### src/rtl/fr_pkg.sv
package fr_pkg;

    localparam int MAX_FRAGS_DEF  = 16;
    localparam int SLOT_BYTES_DEF = 153;
    localparam logic [15:0] TIMEOUT_RESET = 16'd10000;

    localparam int ADDR_W = 12;
    localparam int CNT_W  = 5;

    typedef enum logic [1:0] {
        CMD_FRAG    = 2'd0,
        CMD_TICK    = 2'd1,
        CMD_READ    = 2'd2,
        CMD_RELEASE = 2'd3
    } cmd_t;

    typedef enum logic [2:0] {
        ST_DONE       = 3'd0,
        ST_TAKEN      = 3'd1,
        ST_DUP        = 3'd2,
        ST_BADCOUNT   = 3'd3,
        ST_BADLEN     = 3'd4,
        ST_POOLFULL   = 3'd5,
        ST_NOTOKEN    = 3'd6,
        ST_INCOMPLETE = 3'd7
    } status_t;

    // classified item as it travels from front to back
    typedef struct packed {
        cmd_t              cmd;
        logic [7:0]        token;
        logic [7:0]        frag_count;
        logic [7:0]        frag_index;
        logic [7:0]        data_byte;
        logic              end_of_frag;
        logic [ADDR_W-1:0] read_address;
        logic              count_ok;
        logic              is_tail;
    } item_t;

endpackage

### src/rtl/fr_front.sv
module fr_front #(
    parameter int MAX_FRAGS = fr_pkg::MAX_FRAGS_DEF
) (
    input  logic                      clk,
    input  logic                      rst_n,
    input  logic                      in_valid,
    output logic                      in_stall,
    input  logic [1:0]                command,
    input  logic [7:0]                token,
    input  logic [7:0]                frag_count,
    input  logic [7:0]                frag_index,
    input  logic [7:0]                data_byte,
    input  logic                      end_of_frag,
    input  logic [fr_pkg::ADDR_W-1:0] read_address,
    output logic                      q_valid,
    output fr_pkg::item_t             q_item,
    input  logic                      q_pop
);

    fr_pkg::item_t q_reg [2];
    logic          wr_ptr_reg, wr_ptr_next;
    logic          rd_ptr_reg, rd_ptr_next;
    logic [1:0]    cnt_reg, cnt_next;
    fr_pkg::item_t item_in;
    logic          push;
    logic          pop;

    always_comb
    begin
        item_in.cmd          = fr_pkg::cmd_t'(command);
        item_in.token        = token;
        item_in.frag_count   = frag_count;
        item_in.frag_index   = frag_index;
        item_in.data_byte    = data_byte;
        item_in.end_of_frag  = end_of_frag;
        item_in.read_address = read_address;
        item_in.count_ok     = (frag_count != 8'd0) && (frag_count <= 8'(MAX_FRAGS))
                               && (frag_index < frag_count);
        item_in.is_tail      = ({1'b0, frag_index} + 9'd1) == {1'b0, frag_count};
    end

    assign in_stall = (cnt_reg == 2'd2);
    assign push     = in_valid && !in_stall;
    assign q_valid  = (cnt_reg != 2'd0);
    assign pop      = q_pop && q_valid;
    assign q_item   = q_reg[rd_ptr_reg];

    always_comb
    begin
        wr_ptr_next = push ? !wr_ptr_reg : wr_ptr_reg;
        rd_ptr_next = pop ? !rd_ptr_reg : rd_ptr_reg;
        cnt_next    = cnt_reg + 2'(push) - 2'(pop);
    end

    always_ff @(posedge clk or negedge rst_n)
    begin
        if (!rst_n)
        begin
            wr_ptr_reg <= 1'b0;
            rd_ptr_reg <= 1'b0;
            cnt_reg    <= 2'd0;
        end
        else
        begin
            wr_ptr_reg <= wr_ptr_next;
            rd_ptr_reg <= rd_ptr_next;
            cnt_reg    <= cnt_next;
        end
    end

    always_ff @(posedge clk)
    begin
        if (push)
        begin
            q_reg[wr_ptr_reg] <= item_in;
        end
    end

endmodule

### config.mk
export PLATFORM = sky130hd
export DESIGN_NAME = fr_front
export DESIGN_NICKNAME = d
export VERILOG_FILES = /design/src/rtl/fr_pkg.sv /design/src/rtl/fr_front.sv
export SDC_FILE = /design/constraint.sdc
export NUM_CORES = 1
export LEC_CHECK = 0
export ABC_AREA = 1
export ABC_CLOCK_PERIOD_IN_PS = 3500
export BUFFER_PORTS_ARGS = -buffer_cell sky130_fd_sc_hd__buf_2
export CORE_MARGIN = 2
export CORE_UTILIZATION = 50
export DETAILED_ROUTE_END_ITERATION = 7
export GPL_ROUTABILITY_DRIVEN = 0
export PLACE_DENSITY_LB_ADDON = 0.2
export SKIP_LAST_GASP = 1
export SLEW_MARGIN = 40
export SYNTH_ARGS = -nofsm -noshare
export SYNTH_HDL_FRONTEND = slang
export SYNTH_SLANG_ARGS = --single-unit
### constraint.sdc
create_clock -name clk -period 3.5 [get_ports clk]
set_clock_uncertainty 0.2 [all_clocks]
set_input_delay 1.05 -clock clk [delete_from_list [all_inputs] [get_ports clk]]
set_output_delay 1.05 -clock clk [all_outputs]
set_load 0.01 [all_outputs]
### Yosys cells after proc, flatten, opt, wreduce, memory -nomap -nowiden

Memory sizes are Yosys's and may differ from the RTL's.
Cells that the tools add are included.

| storage, ports and cells | value |
|---|---|
| output and inout bits | 51 |
| bits of input ports | 51 |
| bits in writable memories | 98 |
| memories | 1 |
| flip-flop bits (word level) | 4 |
| word-level logic and storage cells | 22 |

| cells by class | value |
|---|---|
| reduce and logical (&&, ||, !) cells | 9 |
| mux-type cells | 2 |
| equality and inequality tests | 2 |
| add/subtract/negate cells | 3 |
| magnitude comparators | 2 |

Memory list:

| memory | depth | width | read ports | clocked after memory_dff | write ports | RTL line | source |
|---|---|---|---|---|---|---|---|
| q_reg | 2 | 49 | 1 | 0 | 1 | fr_front.sv:20 | `fr_pkg::item_t q_reg [2];` |

Operators with widths:

| cell | number |
|---|---|
| adder 8 x 1 -> 9 bit, second input constant | 1 |
| equality test 9 x 8 -> 1 bit | 1 |
| less-or-equal comparator 8 x 5 -> 1 bit, second input constant | 1 |
| < comparator 8 bit | 1 |
| nonzero test 8 bit | 1 |
| logical AND 1 bit | 4 |
| zero test 1 bit | 3 |
| adder 2 x 1 -> 2 bit | 1 |
| equality test 2 bit, second input constant | 1 |
| 2-to-1 mux 1 bit | 2 |
| nonzero test 2 bit | 1 |
| subtractor 2 x 1 -> 2 bit | 1 |

### Depth between registers and ports, before layout

Gate-level depths: netlist (run 1).

| logic depth | value |
|---|---|
| depth after elaboration | 5 |
| gate-level depth with buffers | 9 |
| gate-level depth less buffers | 9 |

### Worst setup path before layout (run 1)

No wires, ideal clock.

| path | value |
|---|---|
| kind | input-to-reg |
| start point | in in_valid |
| end point | mem q_reg[0][0] (netlist bit), enable pin |
| stages | 2 |
| slack | -0.340 ns |
| required time | 2.844 ns |
| buffers on the path | 0 |
| data arrival time | 3.185 ns |
| library setup time | 0.456 ns |
| cells stage by stage | o21ai_2 -> nor2_1 |

| on the way | value |
|---|---|
| cells in the longest elaborated chain, start to end | 3 |

Ends and longest elaborated chain:

| item | RTL line | source |
|---|---|---|
| start: declaration | fr_front.sv:6 | `input logic in_valid,` |
| logical AND 1 bit | fr_front.sv:43 | `assign push = in_valid && !in_stall;` |
| 2-to-1 mux 1 bit | fr_front.sv:73 | `if (push)` |
| 2-to-1 mux 1 bit (implied by the code) | fr_front.sv:75 | `q_reg[wr_ptr_reg] <= item_in;` |
| end: declaration | fr_front.sv:20 |  |

No other way between the ends.

==> impl_metrics.csv, run 1 <==
group,metric,value,unit
floorplan,num_rows,33,
detailed_routing,wl_per_cell,13.9,um
clocking,clk-insertion-delay-late,360,ps
final_layout,nNetsFinal,542,
logic_synthesis,synth-seq-cells,102,
sta,finalHoldViolCount,0,
power,leakage,2.33,nW
global_routing,grt_pass1_vias,2691,
logic_synthesis,synth.avg_cell_area,11.5,um2
clocking,cts_resized,0,
power,switchingPower,0.00138,W
final_layout,drive_gt1_share,28.0,%
detailed_routing,finalWirelength,8200,um
run_status,status,"finished clean",
power,irDropWorstVdd,0.000336,V
final_layout,num_antenna_cells,0,
critical_path,path_common_cell,"nand2_1",
critical_path,crit_required,2250,ps
logic_synthesis,synth_cells,373,
placement,portBuffers,101,
critical_path,arrival,1610,ps
detailed_routing,ant_nets,0,
global_routing,grt_pass1_wl,12700,um
sta,fin_crit_sh,81.7,%
logic_synthesis,synth_xor_area_share,1.55,%
detailed_routing,routed-via-count,2857,
sta,rsz0062_at_grt,"no",
clocking,htreeDepth,3,
logic_synthesis,ys_top_cells_by_area,"edfxtp_1, nand2_1, ha_1",
floorplan,io_pins,102,
worst_hold_path,hold_class,"primary input to asynchronous set/reset pin",
power,combPwrFrac,34.5,%
detailed_routing,dr.pass1.iters,4,
floorplan,core_area,8260,um2
sta,worstMarginPinSlew,532,ps
logic_synthesis,syn_area,4280,um2
critical_path,crit_path_top_delay_cell,"dfrtp_2",
floorplan,die_x,96.5,um
power,p_seq_share,44.3,%
detailed_routing,via_per_inst,4.84,
clocking,post_cts_buffers,0,
final_layout,final_cells,590,
logic_synthesis,yosysSeqAreaShare,71.1,%
placement,dpl.hpwl,5660,um
global_routing,antenna_found_initial,0,
critical_path,critPathLaunchType,"register",
clocking,holdBufCountCts,0,
logic_synthesis,synth_fa_ha_area_share,3.22,%
logic_synthesis,synth_cell_types,25,
critical_path,end_kind,"primary output",
floorplan,die_h,96.5,um
critical_path,rr_endpoint,"cnt_reg[1]",
final_layout,largest_reg_flops,98,
power,switching_share,35.0,%
placement,dp.cells,574,
global_routing,gr-total-overflow,0,
clocking,cts_sinks,102,
power,pwr-share-clk,21.2,%
power,power,0.00393,W
sta,slew_headroom,64.5,%
logic_synthesis,synth_mux_area_share,0,%
critical_path,reg2reg_from,"cnt_reg[1]",
floorplan,start_util,51.8,%
clocking,clk_pin_slew,100,ps
clocking,cts_tree,"done",
power,power_density,762,nW/um2
critical_path,worstPathMaxFanout,29,
clocking,root_buffer,"clkbuf_8",
logic_synthesis,synthesis.nets,435,
sta,finalCriticalPeriod,2860,ps
run,drv_cap,0,
global_routing,grt_max_degree,50,
clocking,clockBufferDepth,2,
sta,maxSlewViolCount,0,
critical_path,crit_path_max_incr_delay,410,ps
logic_synthesis,netlist.area_leader.share,68.8,%
logic_synthesis,synth-simple-area-share,19.0,%
detailed_routing,dr.first_iter.drc_count,136,
final_layout,syn_to_final_growth,20.6,%
logic_synthesis,synth_compound_area_share,1.70,%
critical_path,cp_cell_sequence,"inv_2 -> buf_12 -> nand2_1 -> nand2_1 -> buf_2",
sta,setup_viol,0,
critical_path,critical_path_class,"register to primary output",
detailed_routing,drc,0,
clocking,cts-buffers-inserted,9,
global_routing,grt_usage,18.5,%
logic_synthesis,synth_top_family_by_area,"simple AND/OR/NAND/NOR gates",
logic_synthesis,yosys.area.top_type,"edfxtp_1",
sta,fmax,350,MHz
critical_path,r2r_slack,1690,ps
power,power.internal,0.00255,W
logic_synthesis,yosysWarnings,0,
critical_path,rr_worst_depth,7,
floorplan,fp.dieArea,9310,um2
[kinds of logic (layout without fill, tap and decap cells)]
group,Yosys count,in the layout
flip-flops,102,102
adder cells (fa/ha/maj),11,11
AND/OR/NAND/NOR,207,207
buffers and inverters,35,147
XOR/XNOR,6,6
AO/OA/AOI/OAI,12,12
[cell usage after synthesis]
cell and number:
nand2_2 2, clkbuf_1 1, dfrtp_1 4, nand3_1 9
nor2_2 3, nand3_2 1, nor3_1 1, nand4_1 1
a21oi_1 4, nand2_1 178, nor2_1 11, edfxtp_1 98
or2_2 1, ha_1 11, buf_4 1, a21oi_2 1
xor2_1 2, o21a_1 2, xnor2_1 3, xnor3_1 1
inv_1 23, buf_2 9, o21ai_0 4, inv_2 1
o21ai_2 1
[worst max-delay path, delay by kind of cell, from the launching register on]
family | cells | cell delay [ps]
flip-flops | 1 | 410
AND/OR/NAND/NOR | 2 | 130
buffers and inverters | 3 | 700
[metrics by stage]
stage | util, % | TNS, ps | hold WS [ps] | worst slack (ps) | instance area, um2
floorplan | - | -33340 | 332 | -340 | 4280
global placement | 59.7 | 0 | 352 | 1030 | 4930
detailed placement | 59.7 | 0 | 370 | 995 | 4930
CTS | 62.5 | 0 | 265 | 605 | 5160
global route | 62.5 | 0 | 264 | 519 | 5160
finish | 62.5 | 0 | 274 | 641 | 5160
[worst max-delay path by stage]
stage,from,endpoint,depth (start not counted)
2_1_floorplan,in_valid,q_reg[0][0],2
3_3_place_gp,frag_count[1],q_reg[0][1],7
3_5_place_dp,frag_count[5],q_reg[0][1],7
4_1_cts,rd_ptr_reg,q_item[37],5
5_1_grt,rd_ptr_reg,q_item[6],5
6_report,rd_ptr_reg,q_item[42],5
[layout make-up]
class / count / area [um2]
Timing Repair Buffer: 107 / 563
Clock buffer: 9 / 124
Inverter: 24 / 90.1
Tap cell: 105 / 131
Multi-Input combinational cell: 236 / 1100
Fill cell: 697 / 3100
Sequential cell: 102 / 3040
Clock inverter: 7 / 105
[metal layers]
layer | GRT usage, % | wire (um)
met5 | 0 | 0
met2 | 32.1 | 4090
met4 | 8.22 | 181
met3 | 3.41 | 421
met1 | 22.5 | 3510
[cell usage in the layout (no fill, tap or decap), types with 2 or more instances in the layout]
cell,instances
a21oi_1,4
inv_1,23
inv_6,2
clkbuf_8,9
xor2_1,2
nand2_1,178
buf_4,5
ha_1,11
dfrtp_1,3
nor2_1,9
bufinv_16,2
o21a_1,2
nand3_1,9
buf_2,101
nor2_2,3
xnor2_1,3
nor2_4,2
edfxtp_1,98
nand2_2,2
o21ai_0,4
[power by group through the flow]
stage          combinational, W  clock (W)  sequential (W)
6_report                0.00136   0.000833         0.00174
5_1_grt                 0.00154   0.000893         0.00176
4_1_cts                 0.00139   0.000842         0.00175
3_5_place_dp            0.00138          0         0.00177
3_3_place_gp            0.00136          0         0.00176
2_1_floorplan          0.000826          0         0.00177
Note: power is estimated with default switching activity, not from simulation.
==> inputs of run 2 (changes only) <==
- ABC_AREA: 1 -> 0
- ABC_CLOCK_PERIOD_IN_PS: 3500 -> 2900
- clock period: 3.5 -> 2.9 ns (I/O delays scaled with it)
==> run 2 against run 1 <==
Against the previous run:
- count of clock-buffer cells in the layout up 1
- first-iteration DRC count down 57%
- via count down 18%
- total power up 17%
- critical path depth down 2
- area after synthesis down 1.6%
- cell count down 23%
- critical endpoint is now q_item[1]
- sequential share of layout area up 0.64 points
- global-route usage down 1.8 points
- worst hold slack worse by 180 ps
- largest power group unchanged
- register-to-register slack worse by 800 ps
- final area down 0.99%
==> impl_metrics.csv, run 2 <==
group,metric,value,unit
run_status,status,"finished clean",
global_routing,antenna_found_initial,0,
clocking,htreeDepth,3,
global_routing,grt_max_degree,36,
global_routing,grt_pass1_vias,2279,
clocking,cts_sinks,102,
critical_path,crit_required,1830,ps
placement,dp.cells,439,
final_layout,num_antenna_cells,0,
clocking,clk_pin_slew,90,ps
final_layout,fillers,644,
power,leakage,1.97,nW
floorplan,core_area,8180,um2
logic_synthesis,synth_xor_area_share,3.09,%
clocking,cts-buffers-inserted,9,
logic_synthesis,synth.avg_cell_area,18.0,um2
critical_path,r2r_slack,890,ps
logic_synthesis,yosysSeqAreaShare,72.3,%
detailed_routing,finalWirelength,7340,um
logic_synthesis,synthesis.nets,296,
sta,finalHoldViolCount,0,
clocking,clockBufferDepth,2,
power,irDropWorstVdd,0.000363,V
clocking,clk-insertion-delay-late,360,ps
detailed_routing,via_per_inst,5.16,
global_routing,grt_usage,16.7,%
detailed_routing,wl_per_cell,16.1,um
detailed_routing,routed-via-count,2348,
logic_synthesis,synth-simple-area-share,3.89,%
final_layout,multi_input_area,1090,um2
logic_synthesis,yosysWarnings,0,
floorplan,die_x,95.8,um
logic_synthesis,synth_compound_area_share,2.44,%
power,switchingPower,0.00136,W
floorplan,fp.dieArea,9170,um2
critical_path,critical_path_class,"register to primary output",
logic_synthesis,syn_area,4210,um2
sta,maxSlewViolCount,0,
sta,slew_headroom,67.1,%
clocking,cts_tree,"done",
detailed_routing,drc,0,
logic_synthesis,synth_cells,234,
sta,rsz0062_at_grt,"no",
power,combPwrFrac,32.1,%
logic_synthesis,synth-seq-cells,102,
run,drv_cap,0,
logic_synthesis,synth_cell_types,40,
floorplan,start_util,51.5,%
power,switching_share,29.6,%
detailed_routing,dr.first_iter.drc_count,59,
clocking,cts_resized,0,
logic_synthesis,synth_mux_area_share,13.1,%
critical_path,arrival,1670,ps
floorplan,num_rows,33,
critical_path,end_kind,"primary output",
critical_path,worstPathMaxFanout,20,
sta,fin_crit_sh,94.6,%
clocking,holdBufCountCts,0,
power,pwr-share-clk,21.0,%
logic_synthesis,async_reset_ff_share,3.92,%
final_layout,drive_gt1_share,52.0,%
sta,finalCriticalPeriod,2740,ps
detailed_routing,ant_nets,0,
placement,dpl.hpwl,5180,um
final_layout,seqCellArea,3050,um2
final_layout,nNetsFinal,407,
sta,tns,0,ps
placement,dp_worst_setup_slack,202,ps
logic_synthesis,netlist.area_leader.share,69.9,%
power,power,0.00458,W
final_layout,final_common_cell,"buf_2",
detailed_routing,dr.pass1.iters,4,
sta,worst_slack,156,ps
power,power_density,897,nW/um2
sta,worstMarginPinSlew,493,ps
logic_synthesis,synth_fa_ha_area_share,3.27,%
final_layout,final_cell_mix,"buf_2, edfxtp_1, mux2_2",
power,p_seq_share,46.8,%
global_routing,grt_pass1_wl,11100,um
critical_path,rr_worst_depth,7,
global_routing,gr-total-overflow,0,
final_layout,syn_to_final_growth,21.4,%
logic_synthesis,synth.top_cells.by_count,"edfxtp_1, mux2_2, ha_1, inv_1, xnor2_1",
floorplan,io_pins,102,
clocking,root_buffer,"clkbuf_8",
sta,setup_viol,0,
critical_path,critPathLaunchType,"register",
logic_synthesis,synth_top_family_by_area,"multiplexers",
logic_synthesis,yosys.area.top_type,"edfxtp_1",
final_layout,largest_reg_flops,98,
floorplan,die_h,95.8,um
worst_hold_path,hold_class,"primary input to asynchronous set/reset pin",
critical_path,rr_endpoint,"cnt_reg[1]",
placement,portBuffers,101,
power,power.internal,0.00323,W
logic_synthesis,ys_top_cells_by_area,"edfxtp_1, mux2_2, ha_1",
logic_synthesis,synth_flop_cell,"edfxtp_1",
logic_synthesis,synth_edf_count,98,
sta,fmax,364,MHz
critical_path,reg2reg_from,"cnt_reg[1]",
logic_synthesis,yosysMostFrequentCell,"edfxtp_1",
final_layout,final_cells,455,
clocking,post_cts_buffers,0,
==> run 2: changes by cell type in the layout (fill, tap and decap cells not counted), sizes merged, moves of 2 or more <==
cell | previous run | this run
nor4 | 0 | 2
a211oi | 0 | 2
xnor2 | 3 | 9
inv | 27 | 13
nand2 | 180 | 7
and3 | 0 | 2
mux2 | 0 | 49
a21oi | 5 | 1
nor2 | 14 | 3
xor2 | 2 | 5
nand3 | 10 | 2
==> run 2: metal layers <==
| layer | vias up | routed length, um | track usage, % | share of wire, % |
|---|---|---|---|---|
| met2 | 67 | 3810 | 29.0 | 52 |
| met5 | - | 0 | 0 | 0 |
| met4 | 0 | 73 | 5.83 | 0.99 |
| met1 | 1151 | 3010 | 19.8 | 41 |
| li1 | 1124 | - | - | - |
| met3 | 6 | 447 | 5.01 | 6.1 |
==> run 2: how the worst max path moves through the flow <==
stage | startpoint | endpoint | slack, ps | depth (start not counted)
after detailed placement | frag_index[0] | q_reg[0][0] | 200 | 7
after global routing | rd_ptr_reg | q_item[28] | 70 | 3
final | rd_ptr_reg | q_item[1] | 160 | 3
after global placement | frag_index[0] | q_reg[0][0] | 250 | 7
after CTS | rd_ptr_reg | q_item[28] | 50 | 3
after floorplan | in_valid | q_reg[0][0] | 40 | 2
==> run 2: worst max-delay path: stages, from the launching register on <==
cell     delay, ps
dfrtp_4        590
buf_12         210
mux2_2         360
buf_2          140
==> run 2: area by class of cell <==
type                            instances  area share [%]
Clock buffer                           10            2.50
Clock inverter                          6            1.84
Inverter                               11           0.808
Multi-Input combinational cell        114            21.4
Sequential cell                       102            59.6
Tap cell                              105            2.57
Timing Repair Buffer                  107            11.3
==> run 2: stage by stage <==
stage / hold slack (ps) / instance area, um2 / utilization (%)
2_1_floorplan: 279 / 4210 / -
3_3_place_gp: 305 / 4890 / 59.8
3_5_place_dp: 322 / 4890 / 59.8
4_1_cts: 78.6 / 5110 / 62.5
5_1_grt: 78.6 / 5110 / 62.5
6_report: 96.7 / 5110 / 62.5
==> run 2: cells by family after synthesis <==
group	Yosys count
DFF	102
muxes	49
and+or+nand+nor	26
buffers and inverters	18
AOI/OAI and AO/OA	14
xor gates and xnor gates	14
adders and majority gates	11
==> run 2: power groups by stage <==
| stage | clock (W) | combinational, W | sequential (W) |
|---|---|---|---|
| after floorplan | 0 | 0.000960 | 0.00211 |
| after global placement | 0 | 0.00149 | 0.00216 |
| after detailed placement | 0 | 0.00150 | 0.00218 |
| after CTS | 0.000990 | 0.00151 | 0.00215 |
| after global routing | 0.00106 | 0.00162 | 0.00218 |
| final | 0.000964 | 0.00147 | 0.00215 |
